==> src/rtl/sust_pkg.sv <==
// Shared types and constants for the sorted unique set table.
// Used by the controller, the datapath and the top level; depends on nothing.
package sust_pkg;

    localparam int CAPACITY  = 16;
    localparam int KEY_WIDTH = 32;

    localparam int ADDR_W   = (CAPACITY > 1) ? $clog2(CAPACITY) : 1;
    localparam int CNT_W    = $clog2(CAPACITY + 1);
    localparam int CMD_W    = 2;
    localparam int KEY_IN_W = 32;
    localparam int POS_W    = 4;
    localparam int STATUS_W = 3;
    localparam int FIELD_W  = 5;
    localparam int POSX_W   = ((CNT_W > POS_W) ? CNT_W : POS_W) + 1;

    typedef logic [KEY_WIDTH-1:0] t_key;
    typedef logic [CNT_W-1:0]     t_cnt;
    typedef logic [ADDR_W-1:0]    t_addr;

    typedef enum logic [CMD_W-1:0] {
        CMD_INSERT = 2'd0,
        CMD_FIND   = 2'd1,
        CMD_ERASE  = 2'd2,
        CMD_CLEAR  = 2'd3
    } t_command;

    typedef enum logic [STATUS_W-1:0] {
        ST_OK       = 3'd0,
        ST_DUP      = 3'd1,
        ST_NOTFOUND = 3'd2,
        ST_FULL     = 3'd3,
        ST_BADPOS   = 3'd4
    } t_status;

    typedef enum logic [2:0] {
        S_IDLE,
        S_DECIDE,
        S_SCAN,
        S_SHIFT,
        S_PUT,
        S_DONE
    } t_state;

    // Controller to datapath
    typedef struct packed {
        logic load;
        logic scan_start;
        logic scan_run;
        logic shift_start;
        logic shift_run;
        logic put;
        logic finish;
    } t_dp_cmd;

    // Datapath to controller
    typedef struct packed {
        t_command command;
        logic     pos_bad;
        logic     scan_hit;
        logic     scan_end;
        logic     shift_end;
        logic     full;
        logic     out_free;
    } t_dp_sts;

endpackage

==> src/rtl/sust_ram.sv <==
// Generic single-write, single-read RAM with registered read data.
// Standalone; no package dependency.
module sust_ram #(
    parameter int WIDTH = 32,
    parameter int DEPTH = 16
) (
    input  logic                     i_clk,
    input  logic                     i_we,
    input  logic [$clog2(DEPTH)-1:0] i_waddr,
    input  logic [WIDTH-1:0]         i_wdata,
    input  logic                     i_re,
    input  logic [$clog2(DEPTH)-1:0] i_raddr,
    output logic [WIDTH-1:0]         o_rdata
);

    logic [WIDTH-1:0] r_mem [DEPTH];
    logic [WIDTH-1:0] r_rdata;

    always_ff @(posedge i_clk) begin
        if (i_we) begin
            r_mem[i_waddr] <= i_wdata;
        end
        if (i_re) begin
            r_rdata <= r_mem[i_raddr];
        end
    end

    assign o_rdata = r_rdata;

endmodule

==> src/rtl/sust_ctrl.sv <==
// Sequencing state machine for the sorted unique set table.
// Depends on sust_pkg; drives datapath commands from datapath status.
module sust_ctrl (
    input  logic              i_clk,
    input  logic              i_rst_n,
    input  logic              i_in_valid,
    output logic              o_in_stall,
    input  sust_pkg::t_dp_sts i_sts,
    output sust_pkg::t_dp_cmd o_cmd
);

    sust_pkg::t_state r_state;
    sust_pkg::t_state n_state;

    always_ff @(posedge i_clk) begin
        if (!i_rst_n) begin
            r_state <= sust_pkg::S_IDLE;
        end else begin
            r_state <= n_state;
        end
    end

    // Next state
    always_comb begin
        n_state = r_state;
        unique case (r_state)
            sust_pkg::S_IDLE: begin
                if (i_in_valid) begin
                    n_state = sust_pkg::S_DECIDE;
                end
            end
            sust_pkg::S_DECIDE: begin
                unique case (i_sts.command) inside
                    sust_pkg::CMD_INSERT, sust_pkg::CMD_FIND: begin
                        n_state = sust_pkg::S_SCAN;
                    end
                    sust_pkg::CMD_ERASE: begin
                        n_state = i_sts.pos_bad ? sust_pkg::S_DONE : sust_pkg::S_SHIFT;
                    end
                    sust_pkg::CMD_CLEAR: begin
                        n_state = sust_pkg::S_DONE;
                    end
                endcase
            end
            sust_pkg::S_SCAN: begin
                if (i_sts.scan_hit || i_sts.scan_end) begin
                    if (i_sts.command == sust_pkg::CMD_INSERT && !i_sts.scan_hit
                        && !i_sts.full) begin
                        n_state = sust_pkg::S_SHIFT;
                    end else begin
                        n_state = sust_pkg::S_DONE;
                    end
                end
            end
            sust_pkg::S_SHIFT: begin
                if (i_sts.shift_end) begin
                    n_state = (i_sts.command == sust_pkg::CMD_INSERT) ?
                              sust_pkg::S_PUT : sust_pkg::S_DONE;
                end
            end
            sust_pkg::S_PUT: begin
                n_state = sust_pkg::S_DONE;
            end
            sust_pkg::S_DONE: begin
                if (i_sts.out_free) begin
                    n_state = sust_pkg::S_IDLE;
                end
            end
            default: begin
                n_state = sust_pkg::S_IDLE;
            end
        endcase
    end

    // Outputs
    always_comb begin
        o_cmd      = '0;
        o_in_stall = (r_state != sust_pkg::S_IDLE);
        unique case (r_state)
            sust_pkg::S_IDLE: begin
                o_cmd.load = i_in_valid;
            end
            sust_pkg::S_DECIDE: begin
                o_cmd.scan_start  = (i_sts.command == sust_pkg::CMD_INSERT) ||
                                    (i_sts.command == sust_pkg::CMD_FIND);
                o_cmd.shift_start = (i_sts.command == sust_pkg::CMD_ERASE) && !i_sts.pos_bad;
            end
            sust_pkg::S_SCAN: begin
                o_cmd.scan_run    = 1'b1;
                o_cmd.shift_start = (i_sts.scan_hit || i_sts.scan_end) &&
                                    i_sts.command == sust_pkg::CMD_INSERT &&
                                    !i_sts.scan_hit && !i_sts.full;
            end
            sust_pkg::S_SHIFT: begin
                o_cmd.shift_run = 1'b1;
            end
            sust_pkg::S_PUT: begin
                o_cmd.put = 1'b1;
            end
            sust_pkg::S_DONE: begin
                o_cmd.finish = i_sts.out_free;
            end
            default: begin
                o_cmd = '0;
            end
        endcase
    end

endmodule

==> src/rtl/sust_dp.sv <==
// Datapath for the sorted unique set table: item registers, scan and shift
// pointers, count, result register. Depends on sust_pkg; drives the key RAM.
module sust_dp (
    input  logic                                i_clk,
    input  logic                                i_rst_n,
    input  sust_pkg::t_dp_cmd                   i_cmd,
    output sust_pkg::t_dp_sts                   o_sts,
    input  logic [sust_pkg::CMD_W-1:0]          i_command,
    input  logic signed [sust_pkg::KEY_IN_W-1:0] i_key,
    input  logic [sust_pkg::POS_W-1:0]          i_position,
    output logic                                o_out_valid,
    input  logic                                i_out_stall,
    output logic [sust_pkg::STATUS_W-1:0]       o_status,
    output logic [sust_pkg::FIELD_W-1:0]        o_found_position,
    output logic [sust_pkg::FIELD_W-1:0]        o_count,
    output logic                                o_ram_we,
    output sust_pkg::t_addr                     o_ram_waddr,
    output sust_pkg::t_key                      o_ram_wdata,
    output logic                                o_ram_re,
    output sust_pkg::t_addr                     o_ram_raddr,
    input  sust_pkg::t_key                      i_ram_rdata
);

    sust_pkg::t_cnt     r_count;
    sust_pkg::t_command r_cmd;
    sust_pkg::t_key     r_key;
    logic [sust_pkg::POS_W-1:0] r_pos;
    sust_pkg::t_cnt     r_idx;
    logic               r_rd_pend;
    sust_pkg::t_cnt     r_rd_idx;
    sust_pkg::t_cnt     r_at;
    logic               r_at_set;
    logic               r_hit;
    sust_pkg::t_cnt     r_hit_idx;
    logic               r_wr_pend;
    sust_pkg::t_addr    r_wr_addr;
    logic               r_out_valid;
    logic [sust_pkg::STATUS_W-1:0] r_out_status;
    logic [sust_pkg::FIELD_W-1:0]  r_out_fpos;
    logic [sust_pkg::FIELD_W-1:0]  r_out_count;

    logic [sust_pkg::POSX_W-1:0] w_pos_ext;
    logic [sust_pkg::POSX_W-1:0] w_cnt_ext;
    logic               w_pos_bad;
    logic               w_is_ins;
    logic               w_scan_rd;
    logic               w_shift_rd;
    logic               w_key_eq;
    logic               w_key_gt;
    logic               w_full;
    logic               w_out_free;
    sust_pkg::t_cnt     w_at_final;
    sust_pkg::t_cnt     w_idx_m1;
    sust_pkg::t_cnt     w_dest;
    sust_pkg::t_status  n_status;
    sust_pkg::t_cnt     n_fpos;
    sust_pkg::t_cnt     n_count;

    assign w_pos_ext  = sust_pkg::POSX_W'(r_pos);
    assign w_cnt_ext  = sust_pkg::POSX_W'(r_count);
    assign w_pos_bad  = (w_pos_ext >= w_cnt_ext);
    assign w_is_ins   = (r_cmd == sust_pkg::CMD_INSERT);
    assign w_scan_rd  = (r_idx < r_count);
    assign w_shift_rd = w_is_ins ? (r_idx > r_at) : (r_idx < r_count);
    assign w_key_eq   = (i_ram_rdata == r_key);
    assign w_key_gt   = ($signed(i_ram_rdata) > $signed(r_key));
    assign w_full     = (r_count >= sust_pkg::t_cnt'(sust_pkg::CAPACITY));
    assign w_out_free = !r_out_valid || !i_out_stall;
    assign w_at_final = r_at_set ? r_at : r_count;
    assign w_idx_m1   = r_idx - sust_pkg::t_cnt'(1);
    // Insert moves entries up one slot, erase moves them down one slot
    assign w_dest     = w_is_ins ? r_idx : w_idx_m1;

    // Key RAM ports
    assign o_ram_re    = (i_cmd.scan_run && w_scan_rd) || (i_cmd.shift_run && w_shift_rd);
    assign o_ram_raddr = (i_cmd.scan_run || !w_is_ins) ? r_idx[sust_pkg::ADDR_W-1:0]
                                                       : w_idx_m1[sust_pkg::ADDR_W-1:0];
    assign o_ram_we    = r_wr_pend || i_cmd.put;
    assign o_ram_waddr = i_cmd.put ? r_at[sust_pkg::ADDR_W-1:0] : r_wr_addr;
    assign o_ram_wdata = i_cmd.put ? r_key : i_ram_rdata;

    // Result of the finished item
    always_comb begin
        n_status = sust_pkg::ST_OK;
        n_fpos   = '0;
        n_count  = r_count;
        unique case (r_cmd)
            sust_pkg::CMD_INSERT: begin
                if (r_hit) begin
                    n_status = sust_pkg::ST_DUP;
                end else if (w_full) begin
                    n_status = sust_pkg::ST_FULL;
                end else begin
                    n_count = r_count + sust_pkg::t_cnt'(1);
                end
            end
            sust_pkg::CMD_FIND: begin
                if (r_hit) begin
                    n_fpos = r_hit_idx;
                end else begin
                    n_status = sust_pkg::ST_NOTFOUND;
                    n_fpos   = r_count;
                end
            end
            sust_pkg::CMD_ERASE: begin
                if (w_pos_bad) begin
                    n_status = sust_pkg::ST_BADPOS;
                end else begin
                    n_count = r_count - sust_pkg::t_cnt'(1);
                end
            end
            sust_pkg::CMD_CLEAR: begin
                n_count = '0;
            end
        endcase
    end

    // Control state
    always_ff @(posedge i_clk) begin
        if (!i_rst_n) begin
            r_count     <= '0;
            r_rd_pend   <= 1'b0;
            r_wr_pend   <= 1'b0;
            r_out_valid <= 1'b0;
        end else begin
            if (i_cmd.scan_start || i_cmd.shift_start) begin
                r_rd_pend <= 1'b0;
                r_wr_pend <= 1'b0;
            end else begin
                if (i_cmd.scan_run) begin
                    r_rd_pend <= w_scan_rd;
                end
                if (i_cmd.shift_run) begin
                    r_wr_pend <= w_shift_rd;
                end
            end
            if (i_cmd.finish) begin
                r_count     <= n_count;
                r_out_valid <= 1'b1;
            end else if (!i_out_stall) begin
                r_out_valid <= 1'b0;
            end
        end
    end

    // Payload
    always_ff @(posedge i_clk) begin
        if (i_cmd.load) begin
            r_cmd <= sust_pkg::t_command'(i_command);
            r_key <= sust_pkg::t_key'($unsigned(i_key));
            r_pos <= i_position;
        end
        if (i_cmd.scan_start) begin
            r_idx    <= '0;
            r_hit    <= 1'b0;
            r_at_set <= 1'b0;
        end else if (i_cmd.shift_start) begin
            if (w_is_ins) begin
                r_idx <= r_count;
                r_at  <= w_at_final;
            end else begin
                r_idx <= sust_pkg::t_cnt'(w_pos_ext + sust_pkg::POSX_W'(1));
            end
        end else if (i_cmd.scan_run) begin
            if (w_scan_rd) begin
                r_idx <= r_idx + sust_pkg::t_cnt'(1);
            end
            r_rd_idx <= r_idx;
            if (r_rd_pend) begin
                if (w_key_eq) begin
                    r_hit     <= 1'b1;
                    r_hit_idx <= r_rd_idx;
                end else if (!r_at_set && w_key_gt) begin
                    r_at_set <= 1'b1;
                    r_at     <= r_rd_idx;
                end
            end
        end else if (i_cmd.shift_run) begin
            if (w_shift_rd) begin
                r_idx     <= w_is_ins ? w_idx_m1 : r_idx + sust_pkg::t_cnt'(1);
                r_wr_addr <= w_dest[sust_pkg::ADDR_W-1:0];
            end
        end
        if (i_cmd.finish) begin
            r_out_status <= n_status;
            r_out_fpos   <= sust_pkg::FIELD_W'(n_fpos);
            r_out_count  <= sust_pkg::FIELD_W'(n_count);
        end
    end

    assign o_sts.command   = r_cmd;
    assign o_sts.pos_bad   = w_pos_bad;
    assign o_sts.scan_hit  = r_rd_pend && w_key_eq;
    assign o_sts.scan_end  = !r_rd_pend && !w_scan_rd;
    assign o_sts.shift_end = !w_shift_rd && !r_wr_pend;
    assign o_sts.full      = w_full;
    assign o_sts.out_free  = w_out_free;

    assign o_out_valid      = r_out_valid;
    assign o_status         = r_out_status;
    assign o_found_position = r_out_fpos;
    assign o_count          = r_out_count;

endmodule

==> src/rtl/sorted_unique_set_table.sv <==
// Sorted unique set table: top level joining controller, datapath and key RAM.
// Depends on sust_pkg, sust_ram, sust_ctrl and sust_dp.
//
// Usage:
//   Input channel (i_in_valid / o_in_stall) carries one request item: a
//   command (insert, find, erase at position, clear), a signed key and an
//   erase position. Output channel (o_out_valid / i_out_stall) returns one
//   result item per request: status, found position and the count after it.
//   An item moves on an edge where valid is high and stall is low.
//   Keys live in a single-port-read RAM, kept ascending, no duplicates.
//   One item is worked at a time. A find or an insert scans the entries until
//   a hit or the count; an insert then shifts the entries from its slot up
//   and writes the key, an erase shifts the entries above the position down.
//   The RAM read port sets the pace: one entry is compared or moved per cycle.
//   With 15 entries an insert below every key is the slowest item.
//   Reset clears the entry count and all handshake state; the key RAM is not
//   cleared, since only entries below the count are ever read.
//   While the receiver stalls, the result holds in the output register; the
//   next item is still accepted and worked, and waits to load its result
//   until the held one has been taken.
module sorted_unique_set_table (
    input  logic                                 i_clk,
    input  logic                                 i_rst_n,
    input  logic                                 i_in_valid,
    output logic                                 o_in_stall,
    input  logic [sust_pkg::CMD_W-1:0]           i_command,
    input  logic signed [sust_pkg::KEY_IN_W-1:0] i_key,
    input  logic [sust_pkg::POS_W-1:0]           i_position,
    output logic                                 o_out_valid,
    input  logic                                 i_out_stall,
    output logic [sust_pkg::STATUS_W-1:0]        o_status,
    output logic [sust_pkg::FIELD_W-1:0]         o_found_position,
    output logic [sust_pkg::FIELD_W-1:0]         o_count
);

    sust_pkg::t_dp_cmd w_cmd;
    sust_pkg::t_dp_sts w_sts;

    logic            w_ram_we;
    sust_pkg::t_addr w_ram_waddr;
    sust_pkg::t_key  w_ram_wdata;
    logic            w_ram_re;
    sust_pkg::t_addr w_ram_raddr;
    sust_pkg::t_key  w_ram_rdata;

    // Sequencer: dispatch, scan, shift, key write, result hand-off
    sust_ctrl u_ctrl (
        .i_clk      (i_clk),
        .i_rst_n    (i_rst_n),
        .i_in_valid (i_in_valid),
        .o_in_stall (o_in_stall),
        .i_sts      (w_sts),
        .o_cmd      (w_cmd)
    );

    // Pointers, count and result register
    sust_dp u_dp (
        .i_clk            (i_clk),
        .i_rst_n          (i_rst_n),
        .i_cmd            (w_cmd),
        .o_sts            (w_sts),
        .i_command        (i_command),
        .i_key            (i_key),
        .i_position       (i_position),
        .o_out_valid      (o_out_valid),
        .i_out_stall      (i_out_stall),
        .o_status         (o_status),
        .o_found_position (o_found_position),
        .o_count          (o_count),
        .o_ram_we         (w_ram_we),
        .o_ram_waddr      (w_ram_waddr),
        .o_ram_wdata      (w_ram_wdata),
        .o_ram_re         (w_ram_re),
        .o_ram_raddr      (w_ram_raddr),
        .i_ram_rdata      (w_ram_rdata)
    );

    // Key store, ascending order in slots 0 .. count-1
    sust_ram #(
        .WIDTH (sust_pkg::KEY_WIDTH),
        .DEPTH (sust_pkg::CAPACITY)
    ) u_keys (
        .i_clk   (i_clk),
        .i_we    (w_ram_we),
        .i_waddr (w_ram_waddr),
        .i_wdata (w_ram_wdata),
        .i_re    (w_ram_re),
        .i_raddr (w_ram_raddr),
        .o_rdata (w_ram_rdata)
    );

    // The table is only written while an item is in work
    a_write_busy: assert property (@(posedge i_clk) disable iff (!i_rst_n)
        w_ram_we |-> o_in_stall)
        else $error("key RAM written while idle");

    // Finishing an item loads a result and frees the input side
    a_finish: assert property (@(posedge i_clk) disable iff (!i_rst_n)
        w_cmd.finish |=> (o_out_valid && !o_in_stall))
        else $error("finish did not present a result");

    // An accepted item holds off the next one
    a_accept_busy: assert property (@(posedge i_clk) disable iff (!i_rst_n)
        (i_in_valid && !o_in_stall) |=> o_in_stall)
        else $error("accepted item did not start work");

    // A missed find reports the count as its position
    a_notfound: assert property (@(posedge i_clk) disable iff (!i_rst_n)
        (o_out_valid && o_status == sust_pkg::ST_NOTFOUND) |-> (o_found_position == o_count))
        else $error("not-found position differs from count");

endmodule
==> config.mk <==
export PLATFORM = sky130hd
export DESIGN_NAME = sorted_unique_set_table
export DESIGN_NICKNAME = d
export VERILOG_FILES = /design/src/rtl/sust_pkg.sv /design/src/rtl/sust_ram.sv /design/src/rtl/sust_ctrl.sv /design/src/rtl/sust_dp.sv /design/src/rtl/sorted_unique_set_table.sv
export SDC_FILE = /design/constraint.sdc
export NUM_CORES = 1
export LEC_CHECK = 0
export BUFFER_PORTS_ARGS = -buffer_cell sky130_fd_sc_hd__buf_4
export CAP_MARGIN = 20
export CORE_MARGIN = 1.5
export CORE_UTILIZATION = 30
export DETAILED_ROUTE_END_ITERATION = 10
export GPL_ROUTABILITY_DRIVEN = 1
export PLACE_DENSITY = 0.53
export RECOVER_POWER = 100
export SYNTH_ARGS = -nofsm -noshare
export SYNTH_HDL_FRONTEND = slang
export SYNTH_SLANG_ARGS = --single-unit
==> constraint.sdc <==
create_clock -name i_clk -period 4.9 [get_ports i_clk]
set_input_delay 0.98 -clock i_clk [delete_from_list [all_inputs] [get_ports i_clk]]
set_output_delay 0.98 -clock i_clk [all_outputs]
set_load 0.05 [all_outputs]
## Word level (Yosys, flattened, before mapping)

Memory sizes are Yosys's and may differ from the RTL's. A register that Yosys moved wholly into a read port is not among the register bits.
Index checks and enable logic that the tools add are counted.

| storage, ports and cells | value |
|---|---|
| register bits | 88 |
| latch bits | 0 |
| RAM bits | 512 |
| memory bits (read-only) | 0 |
| input port bits | 42 |
| output and inout port bits | 15 |
| word-level logic and storage cells | 149 |
| memories | 1 |

Memory list:

| memory | depth | width | rd ports | clocked after memory_dff | write ports | line | RTL |
|---|---|---|---|---|---|---|---|
| u_keys.r_mem | 16 | 32 | 1 | 1 | 1 | sust_ram.sv:16 | `logic [WIDTH-1:0] r_mem [DEPTH];` |

| operators by class | value |
|---|---|
| add/subtract/negate cells | 5 |
| multipliers | 0 |
| divide/modulo/power cells | 0 |
| magnitude comparators | 5 |
| equality and inequality tests | 18 |
| shift-type cells | 0 |
| muxes and demuxes | 49 |
| bitwise operators | 5 |
| reductions and logical operators | 48 |

Operators by type and width:

| operator | number |
|---|---|
| 2-to-1 mux 5 bit | 18 |
| == test 32 bit | 1 |
| > comparator 32 bit | 1 |
| 2-to-1 mux 32 bit | 1 |
| 2-to-1 mux 3 bit | 8 |
| case mux 3 bit (3 select lines) | 2 |
| case mux 3 bit (6 select lines) | 1 |
| case mux 5 bit (3 select lines) | 1 |
| AND reduction 5 bit | 3 |
| logical AND 1 bit | 12 |
| 2-to-1 mux 1 bit | 12 |
| 2-to-1 mux 4 bit | 3 |
| zero test 1 bit | 11 |
| adder 5 x 1 -> 5 bit (second input constant) | 2 |
| inequality test 2 x 1 -> 1 bit (second input constant) | 5 |
| subtractor 5 x 1 -> 5 bit (second input constant) | 2 |
| nonzero test 3 bit | 3 |
| AND reduction 4 bit | 2 |
| logical OR 1 bit | 7 |
| AND reduction 7 bit | 1 |
| == test 3 x 2 -> 1 bit (second input constant) | 2 |
| == test 3 bit (second input constant) | 2 |
| inequality test 2 bit (second input constant) | 3 |
| AND reduction 3 bit | 2 |
| 16 further kinds | 25 |

## Longest topological paths before layout

Gate-level depths: netlist of run 1.

| logic depth | value |
|---|---|
| word-level depth | 10 |
| gate-level depth with buffers | 10 |
| depth with buffers taken out | 8 |

## Modules after synthesis

From an unflattened synthesis of run 1, not the netlist that was laid out.

| unflattened totals | value |
|---|---|
| cells, all modules | 1372 |
| area total of the unflattened synthesis | 25653.4 um^2 |

By module, submodules not included:

| module | instances | cells each | area each (um^2) | sequential area each (um^2) |
|---|---|---|---|---|
| sust_ram | 1 | 838 | 20155.6 | 16335.7 |
| sust_dp | 1 | 488 | 5170.0 | 2402.3 |
| sust_ctrl | 1 | 46 | 327.8 | 60.1 |

## Least setup slack after synthesis of run 1

No wires, ideal clock.

| timing path | value |
|---|---|
| kind | flip-flop to flip-flop |
| from | register u_ctrl.r_state[2] |
| to | memory u_keys.r_mem[0][0] (enable) |
| setup time | 421 ps |
| arrival time | 3095 ps |
| data required time | 4479 ps |
| setup slack | 1384 ps |
| stages on the path, launching flop included | 7 |
| path buffers | 3 |
| period minus slack after synthesis | 3516 ps |
| path through | dfxtp_1 clkbuf_1 nor3b_1 clkbuf_1 buf_2 a31oi_1 nor2_1 |

| on the way | value |
|---|---|
| longest elaborated chain between the ends | 5 |
| elaborated cells on any way between the ends | 6 |
| those cells by class | 1 x eq/ne; 4 x mux; 1 x reduce/logical |

Ends and longest elaborated chain:

| element | line | RTL |
|---|---|---|
| start: declaration | sust_ctrl.sv:12 | `sust_pkg::t_state r_state;` |
| start signal: assignment | sust_ctrl.sv:17 | `r_state <= sust_pkg::S_IDLE;` |
| start signal: assignment | sust_ctrl.sv:19 | `r_state <= n_state;` |
| == test 3 bit * | sust_ctrl.sv:79 | `unique case (r_state)` |
| 2-to-1 mux 1 bit * | sust_ctrl.sv:79 |  |
| logical OR 1 bit | sust_dp.sv:78 | `assign o_ram_we = r_wr_pend \|\| i_cmd.put;` |
| 2-to-1 mux 1 bit | sust_ram.sv:20 | `if (i_we) begin` |
| 2-to-1 mux 1 bit (implied by the code) | sust_ram.sv:21 | `r_mem[i_waddr] <= i_wdata;` |
| end: declaration | sust_ram.sv:16 |  |

Every way passes the cells marked *; elsewhere a longest branch is shown, timed or not.

## Worst setup path in the final report of run 1

| timing path | value |
|---|---|
| from | register u_ctrl.r_state[0] |
| to | memory u_keys.r_mem[7][6] (enable) |

The elaborated chain is that of the path after synthesis.

==> results of run 1 <==
[synthesized netlist by cell type (3+ instances only)]
cell,instances
nor3_1,12
mux4_2,128
a21oi_1,36
a31oi_1,15
nor2b_1,6
o21ba_2,3
buf_4,15
a211oi_1,10
o21ai_0,23
nand4_1,9
nand2b_1,3
o211ai_1,9
or2_2,4
inv_1,57
mux2_2,32
a21o_1,4
mux2i_1,103
nor2_1,43
ha_1,52
nand2_1,38
nor3b_1,7
edfxtp_1,614
dfxtp_1,18
buf_2,21
xor2_1,3
clkbuf_1,25
a21boi_0,3
xnor2_1,5
o31ai_1,7
nand3_1,17
o21a_1,5
[kinds of logic after synthesis]
family,synth area share (%)
AO/OA/AOI/OAI,3.62
XOR/XNOR,0.454
adder cells (fa/ha/maj),2.49
buffers and inverters,2.11
flip-flops,71.8
multiplexers,16.3
AND/OR/NAND/NOR,3.17
[area by class of cell]
cell class / instances / area share, %
Clock buffer: 88 / 6.25
Clock inverter: 39 / 1.58
Inverter: 58 / 0.714
Multi-Input combinational cell: 628 / 22.8
Sequential cell: 632 / 61.7
Tap cell: 1155 / 4.74
Timing Repair Buffer: 97 / 2.25
[per-stage QoR]
stage               util, %  hold WS [ns]  setup slack (ns)
floorplan                 -         0.426              1.38
global route           35.2         0.457             0.391
global placement       32.6         0.441              1.11
CTS                    35.4         0.453             0.993
finish                 35.2         0.458             0.636
detailed placement     32.6         0.439             0.994
[how the worst max path moves through the flow]
| stage | start | end | slack, ns | depth (start not counted) |
|---|---|---|---|---|
| 5_1_grt | u_dp.r_cmd[1] | u_keys.o_rdata[9] | 0.39 | 9 |
| 6_report | u_ctrl.r_state[0] | u_keys.r_mem[7][6] | 0.64 | 7 |
| 3_5_place_dp | u_dp.r_cmd[1] | u_keys.o_rdata[15] | 0.99 | 9 |
| 2_1_floorplan | u_ctrl.r_state[2] | u_keys.r_mem[0][0] | 1.38 | 6 |
| 3_3_place_gp | u_dp.r_cmd[1] | u_keys.o_rdata[7] | 1.11 | 9 |
| 4_1_cts | u_dp.r_cmd[1] | u_keys.o_rdata[15] | 0.99 | 9 |
[state kept, by name, summed over array words and instances (netlist names), 3 cells and up]
| name | flops |
|---|---|
| u_ctrl.r_state | 3 |
| u_dp.o_count | 5 |
| u_dp.o_found_position | 5 |
| u_dp.o_status | 3 |
| u_dp.r_at | 5 |
| u_dp.r_count | 5 |
| u_dp.r_hit_idx | 5 |
| u_dp.r_idx | 5 |
| u_dp.r_key | 32 |
| u_dp.r_pos | 4 |
| u_dp.r_rd_idx | 5 |
| u_dp.r_wr_addr | 4 |
| u_keys.o_rdata | 32 |
| u_keys.r_mem | 512 |
[power breakdown]
part / internal, W / switching, W
combinational: 0.00181 / 0.00206
clock: 0.00325 / 0.00215
sequential: 0.00640 / 0.000158
[layer usage]
metal  wire length [microns]  vias to the layer above  global-route usage [%]  part of all wire [%]
met3                    2740                       88                    2.24                   4.4
li1                        -                     5821                       -                     -
met4                    1260                        0                    3.78                   2.0
met2                   29800                      321                    23.1                    48
met5                       0                        -                       0                     0
met1                   28300                     6988                    19.4                    46
==> flow_metrics.tcl, run 1 <==
set metrics [dict create \
    post_cts_buffers 0 \
    cp_num_buf_inv 3 \
    hpwl_microns 34000 \
    rsz0062_at_grt "false" \
    status "complete, but fails checks" \
    fp.coreArea_sq_um 86600 \
    die_x_microns 298 \
    violations "capacitance limit, slew limit" \
    drc 0 \
    tritoncts "yes" \
    cts_root_buf "clkbuf_16" \
    async_flop_share_pct 0 \
    synth_top_area_share_pct 70.5 \
    rr_endpoint "u_keys.r_mem[7][6]" \
    via_per_inst 4.90 \
    dr.pass1.iters 5 \
    start_util_pct 30.2 \
    synth_warnings 0 \
    n_fill_cell 8077 \
    regArea_sq_um 18800 \
    grt_max_degree 129 \
    min_period_over_period_pct 87.0 \
    multi_input_comb_area_sq_um 6950 \
    critPathRequiredTime_ns 5.13 \
    antenna_found_initial 0 \
    grt_pass1_vias 13800 \
    start_kind "flop" \
    critPathMaxFanout 29 \
    gr-usage-all-layers_pct 14.1 \
    hold_viol 0 \
    synth_nets 1475 \
    rr_worst_depth 7 \
    clock-sinks 632 \
    critPathMaxStageDelay_ns 1.22 \
    drive_above_1_share_pct 21.5 \
    dp_cells 2570 \
    rows 108 \
    crit_arrival_ns 4.49 \
    synth_edf_count 614 \
    yosysSeqAreaShare_pct 71.8 \
    htree_levels 3 \
    cts.clk_slew.worst_paths_ns 0.06 \
    critical_path.cell_chain "nor3b_1, buf_4, buf_4, nor3b_1, a31oi_1, nor2_2, clkbuf_2" \
    end_kind "flop" \
    worst_path_max_delay_cell "nor2_2" \
    slew_violations 77 \
    holdCritPathClass "reg2reg" \
    max_cap_violations 6 \
    drt_iter0_drc 1211 \
    syn_area_per_cell_sq_um 19.0 \
    fin_cells 2697 \
    ys.flop_type "edfxtp_1" \
    ys_types 73 \
    mostFrequentLayoutCells "614 x edfxtp_1, 128 x mux4_2, 103 x mux2i_1" \
    worstMarginPinSlew_ns 1.93 \
    cts-resized-gates 0 \
    wl_per_cell_microns 23.0 \
    ys_seq_elements 632 \
    min-delay-start "u_dp.r_rd_idx[3]" \
    worstSetupPathType "reg2reg" \
    drt-total-wl_microns 62100 \
    cts_made_buffers 71 \
    area_growth_pct 16.5 \
    ant_nets 0 \
    powerDensity_nw_per_um2 519 \
    crit_family "simple AND/OR/NAND/NOR gates" \
    clk_path_buf_depth 3 \
    finalInstanceArea_sq_um 30500 \
    netlist_area_sq_um 26200 \
    postSynthCellCount 1381 \
    grt.overflow.total 0 \
    die_h_microns 298 \
    postCtsHoldBufs 0 \
    nNetsFinal 1582 \
    synth_area_leaders "edfxtp_1 70%, mux4_2 11%, mux2i_1 3.9%" \
    min_to "u_dp.r_hit_idx[3]" \
    gp_congestion 0.827 \
    finalClockSkew_ns 0.0155 \
    r2r_slack_ns 0.64 \
    fin_setup_tns_ns 0 \
    relSlewSlack_pct -28.9 \
    grt_first_pass_wirelength_microns 92000 \
    ir_worst_vdd_uv 416 \
    placedInstanceArea_sq_um 28300 \
    portBuffers 56 \
    die_area_sq_um 89000 \
    diodes 0 \
    max_freq_mhz 235 \
    fin_crit_ns 4.26 \
    reg2reg_from "u_ctrl.r_state[0]" \
    min_path_cells 0 \
    num_vias 13200 \
    ios 57 \
    p_total_w 0.0158 \
    layout_commonest_cell "edfxtp_1" \
    insertion_delay_ns 0.61 \
    p_leak_nw 10.3 \
    yosys.area.top_type "edfxtp_1" \
    setup_viol 0 \
]
(Power assumes the default switching activity.)
==> run 2, diff against run 1 <==
==> constraint.sdc (replaced) <==
create_clock -name i_clk -period 4.9 [get_ports i_clk]
set_input_delay 0 -clock i_clk [delete_from_list [all_inputs] [get_ports i_clk]]
set_output_delay 0 -clock i_clk [all_outputs]
set_load 0.05 [all_outputs]
==> run 2 against run 1 <==
Against the previous run:
- critical path depth shrank 3
- hold slack lost 0.34 ns
- the flow still finishes with violations (capacitance limit, slew limit)
- largest cell class unchanged
- critical endpoint is now u_keys.r_mem[1][24]
- first-iteration DRC count shrank 9.2%
==> flow_metrics.tcl, run 2 (synthesis gave the netlist of run 1 again) <==
set metrics [dict create \
    cts.clk_slew.worst_paths_ns 0.06 \
    finalClockSkew_ns 0.0306 \
    violations "capacitance limit, slew limit" \
    num_vias 13400 \
    min-delay-start "i_key[23]" \
    start_util_pct 30.2 \
    regMostFlops "u_keys.r_mem" \
    cts_made_buffers 71 \
    max_freq_mhz 238 \
    r2r_slack_ns 0.70 \
    diodes 0 \
    fin_crit_ns 4.20 \
    status "complete, but fails checks" \
    area_growth_pct 16.9 \
    grt.overflow.total 0 \
    ios 57 \
    min_path_cells 2 \
    grt_pass1_vias 13900 \
    wl_per_cell_microns 23.0 \
    antenna_found_initial 4 \
    largest_reg_flops 512 \
    nNetsFinal 1618 \
    worst_slack_ns 0.702 \
    top_layer "met5" \
    mostFrequentLayoutCells "614 x edfxtp_1, 128 x mux4_2, 103 x mux2i_1" \
    ir_worst_vdd_uv 270 \
    drt-total-wl_microns 62800 \
    rr_endpoint "u_keys.r_mem[1][24]" \
    dr.pass1.iters 5 \
    die_h_microns 298 \
    hold_viol 0 \
    via_per_inst 4.89 \
    start_kind "flop" \
    grt_first_pass_wirelength_microns 92800 \
    worstSetupPathType "reg2reg" \
    ant_nets 0 \
    gr-usage-all-layers_pct 14.1 \
    die_x_microns 298 \
    min_period_over_period_pct 85.7 \
    drive_above_1_share_pct 20.1 \
    htree_levels 3 \
    place_ws_ns 1.20 \
    critPathMaxFanout 23 \
    max_cap_violations 10 \
    die_area_sq_um 89000 \
    post_cts_buffers 0 \
    grt_max_degree 129 \
    met3_length_microns 3000 \
    clock-sinks 632 \
    drc 0 \
    tritoncts "yes" \
    wl_met2_microns 30400 \
    setup_viol 0 \
    rows 108 \
    rr_worst_depth 4 \
    slew_violations 178 \
    insertion_delay_ns 0.62 \
    crit_arrival_ns 4.44 \
    fin_setup_tns_ns 0 \
    worstMarginPinSlew_ns 1.91 \
    clk_path_buf_depth 3 \
    powerDensity_nw_per_um2 499 \
    relSlewSlack_pct -27.5 \
    reg2reg_from "u_ctrl.r_state[2]" \
    drt_iter0_drc 1099 \
    end_kind "flop" \
    p_leak_nw 10.4 \
    cts_root_buf "clkbuf_16" \
    critPathRequiredTime_ns 5.14 \
    gp_congestion 0.809 \
    holdCritPathClass "in2reg" \
    layout_commonest_cell "edfxtp_1" \
    rsz0062_at_grt "false" \
    min_to "u_dp.r_key[23]" \
    fp.coreArea_sq_um 86600 \
    wl_met1_microns 28000 \
    portBuffers 56 \
    p_total_w 0.0153 \
    hpwl_microns 34600 \
]
==> run 2: cell count changes in the layout (fill, tap and decap cells not counted), moves of 3 or more <==
cell / previous run / this run
dlygate4sd3_1: 0 / 42
bufinv_16: 9 / 1
clkbuf_2: 15 / 9
buf_4: 16 / 13
clkbuf_4: 34 / 37
inv_6: 0 / 3
==> run 2: timing repair <==
action / in CTS / in global routing
hold buffers: 42 / 0
endpoints found under the hold margin: 67 / 0
gates resized for setup: 0 / 0
==> run 2: worst max-delay path by stage <==
stage / slack (ns) / depth (start not counted) / start / end
2_1_floorplan: 1.38 / 6 / u_ctrl.r_state[2] / u_keys.r_mem[0][0]
3_3_place_gp: 1.31 / 8 / u_dp.r_cmd[1] / u_keys.o_rdata[26]
3_5_place_dp: 1.20 / 8 / u_dp.r_cmd[1] / u_keys.o_rdata[1]
4_1_cts: 1.20 / 8 / u_dp.r_cmd[1] / u_keys.o_rdata[15]
5_1_grt: 0.49 / 4 / u_ctrl.r_state[2] / u_keys.r_mem[1][24]
6_report: 0.70 / 4 / u_ctrl.r_state[2] / u_keys.r_mem[1][24]
==> run 2: critical path: stages, from the launching register on <==
cell and delay, ns:
dfxtp_1 0.58, nor3b_2 0.78, a31oi_1 0.46, nor2_1 1.37, buf_4 0.63
==> run 2: layout make-up <==
| class | instances | area (sq um) |
|---|---|---|
| Clock buffer | 87 | 1860 |
| Timing Repair Buffer | 133 | 1060 |
| Inverter | 58 | 218 |
| Sequential cell | 632 | 18800 |
| Fill cell | 8085 | 56000 |
| Tap cell | 1155 | 1450 |
| Clock inverter | 36 | 269 |
| Multi-Input combinational cell | 628 | 6950 |
==> run 2: per-layer routing <==
metal	track usage (%)	up-vias
met4	3.96	2
li1	-	5899
met2	23.3	317
met5	0	-
met1	19.1	7033
met3	2.67	102
==> run 2: stage by stage <==
| step | util, % | std cells | hold slack (ns) | instance area (sq um) |
|---|---|---|---|---|
| after detailed placement | 32.6 | 2564 | 0.179 | 28200 |
| after floorplan | - | 1381 | 0.0989 | 26200 |
| after global routing | 35.3 | 2729 | 0.101 | 30600 |
| after global placement | 32.6 | 2563 | 0.178 | 28200 |
| after CTS | 35.5 | 2729 | 0.0673 | 30800 |
| final | 35.3 | 2729 | 0.117 | 30600 |
==> run 2: power by group <==
part	switching [W]	leakage, nW	internal [W]	total [W]
combinational	0.00203	3.63	0.00177	0.00380
sequential	0.000178	5.70	0.00640	0.00658
clock	0.00213	1.04	0.00277	0.00490
==> run 3, diff against run 2 <==
- CORE_UTILIZATION: 30 -> 35
- HOLD_SLACK_MARGIN: default -> 0.03
- PLACE_DENSITY: 0.53 -> 0.59
==> run 3 against run 2 <==
Against the previous run:
- count of clock-buffer cells in the layout shrank 3
- maximum frequency up 3.8%
- total power rose by 0.69%
- worst setup slack better by 0.15 ns
- flip-flop and latch count unchanged
- the flow still finishes with violations (capacitance limit, slew limit)
- final area down 0.52%
- routed wire length is 5.4% lower
==> flow_metrics.tcl, run 3 (synthesis gave the netlist of run 1 again) <==
set metrics [dict create \
    drc 0 \
    ir_worst_vdd_uv 399 \
    worstMarginPinSlew_ns 1.74 \
    antenna_found_initial 0 \
    crit_arrival_ns 4.35 \
    max_freq_mhz 247 \
    die_x_microns 276 \
    cts_root_buf "clkbuf_16" \
    dr.pass1.iters 5 \
    holdCritPathClass "in2reg" \
    grt_pass1_vias 13700 \
    status "complete, but fails checks" \
    finalInstanceArea_sq_um 30400 \
    cts_made_buffers 68 \
    p_total_w 0.0154 \
    grt_max_degree 129 \
    critical_path.cell_chain "or2_0, clkinv_1, and3_1, xnor2_4, buf_12, mux4_2, mux2i_1, mux2i_1" \
    n_fill_cell 6555 \
    critPathMaxFanout 128 \
    diodes 0 \
    multi_input_comb_area_sq_um 6980 \
    critPathMaxStageDelay_ns 0.90 \
    finalClockSkew_ns 0.0158 \
    gp_congestion 0.807 \
    htree_levels 3 \
    gr-usage-all-layers_pct 15.6 \
    worst_slack_ns 0.856 \
    min_period_over_period_pct 82.5 \
    fin_setup_tns_ns 0 \
    drt_iter0_drc 1308 \
    end_kind "flop" \
    p_leak_nw 10.4 \
    drt-total-wl_microns 59500 \
    start_util_pct 35.3 \
    drive_above_1_share_pct 20.1 \
    relSlewSlack_pct -16.0 \
    place_ws_ns 1.25 \
    path_common_cell "mux2i_1" \
    hold_slack_ns 0.134 \
    area_growth_pct 16.3 \
    worst_path_max_delay_cell "or2_0" \
    fin_crit_ns 4.04 \
    largest_reg_flops 512 \
    hold_viol 0 \
    ant_nets 0 \
    slew_violations 142 \
    wl_per_cell_microns 23.4 \
    nNetsFinal 1617 \
    hpwl_microns 32000 \
    setup_viol 0 \
    die_area_sq_um 76400 \
    rsz0062_at_grt "false" \
    portBuffers 56 \
    via_per_inst 5.23 \
    placedInstanceArea_sq_um 28000 \
    grt.overflow.total 0 \
    fp.coreArea_sq_um 74200 \
    insertion_delay_ns 0.60 \
    clock-sinks 632 \
    clk_path_buf_depth 3 \
    regMostFlops "u_keys.r_mem" \
    layout_commonest_cell "edfxtp_1" \
    cts.clk_slew.worst_paths_ns 0.06 \
    mostFrequentLayoutCells "614 x edfxtp_1, 128 x mux4_2, 103 x mux2i_1" \
    start_kind "flop" \
    ios 57 \
    cts-resized-gates 0 \
    worstSetupPathType "reg2reg" \
    num_vias 13300 \
    violations "capacitance limit, slew limit" \
    powerDensity_nw_per_um2 505 \
    max_cap_violations 8 \
    critPathRequiredTime_ns 5.21 \
    tritoncts "yes" \
    die_h_microns 276 \
    rows 100 \
    regArea_sq_um 18800 \
    grt_first_pass_wirelength_microns 88200 \
]
## run 3: cell type report
class / instances / area share (%)
Sequential cell: 632 / 61.8
Multi-Input combinational cell: 628 / 22.9
Clock buffer: 84 / 6.07
Tap cell: 969 / 3.98
Timing Repair Buffer: 135 / 3.42
Clock inverter: 33 / 1.12
Inverter: 58 / 0.715
## run 3: worst paths after layout
path | start | endpoint | cells after the start | slack [ns]
setup / recovery | u_dp.r_cmd[1] | u_keys.o_rdata[18] | 8 | 0.86
hold / removal | i_key[13] | u_dp.r_key[13] | 2 | 0.13
setup reg to reg | u_dp.r_cmd[1] | u_keys.o_rdata[18] | 8 | 0.86
hold reg to reg | u_dp.r_rd_idx[0] | u_dp.r_hit_idx[0] | 0 | 0.47
## run 3: timing repair
item | in CTS | in global routing
hold endpoints to repair | 78 | 0
hold buffers | 43 | 0
buffers inserted | 0 | 0
## run 3: worst max-delay path: cells and delay by family, from the launching register on
family | cells | cell delay, ns
AND/OR/NAND/NOR | 2 | 1.20
flip-flops | 1 | 0.77
buffers and inverters | 2 | 0.86
XOR/XNOR | 1 | 0.17
multiplexers | 3 | 0.69
## run 3: power by group
part,switching [W],internal [W],total (W)
Clock,0.00204,0.00300,0.00504
Combinational,0.00200,0.00178,0.00377
Sequential,0.000173,0.00640,0.00657
## run 3: metal layers
metal | part of all wire [%] | track usage [%] | vias to the layer above | routed length [microns]
met3 | 4.3 | 2.28 | 87 | 2560
met1 | 44 | 20.9 | 6980 | 26400
met5 | 0 | 0 | - | 0
met2 | 49 | 25.9 | 331 | 29100
li1 | - | - | 5884 | -
met4 | 2.3 | 5.23 | 0 | 1350
## run 3: per-stage QoR
stage          util, %  std cells
2_1_floorplan        -       1381
3_3_place_gp      37.7       2379
3_5_place_dp      37.7       2379
4_1_cts           41.2       2539
5_1_grt           41.0       2539
6_report          41.0       2539
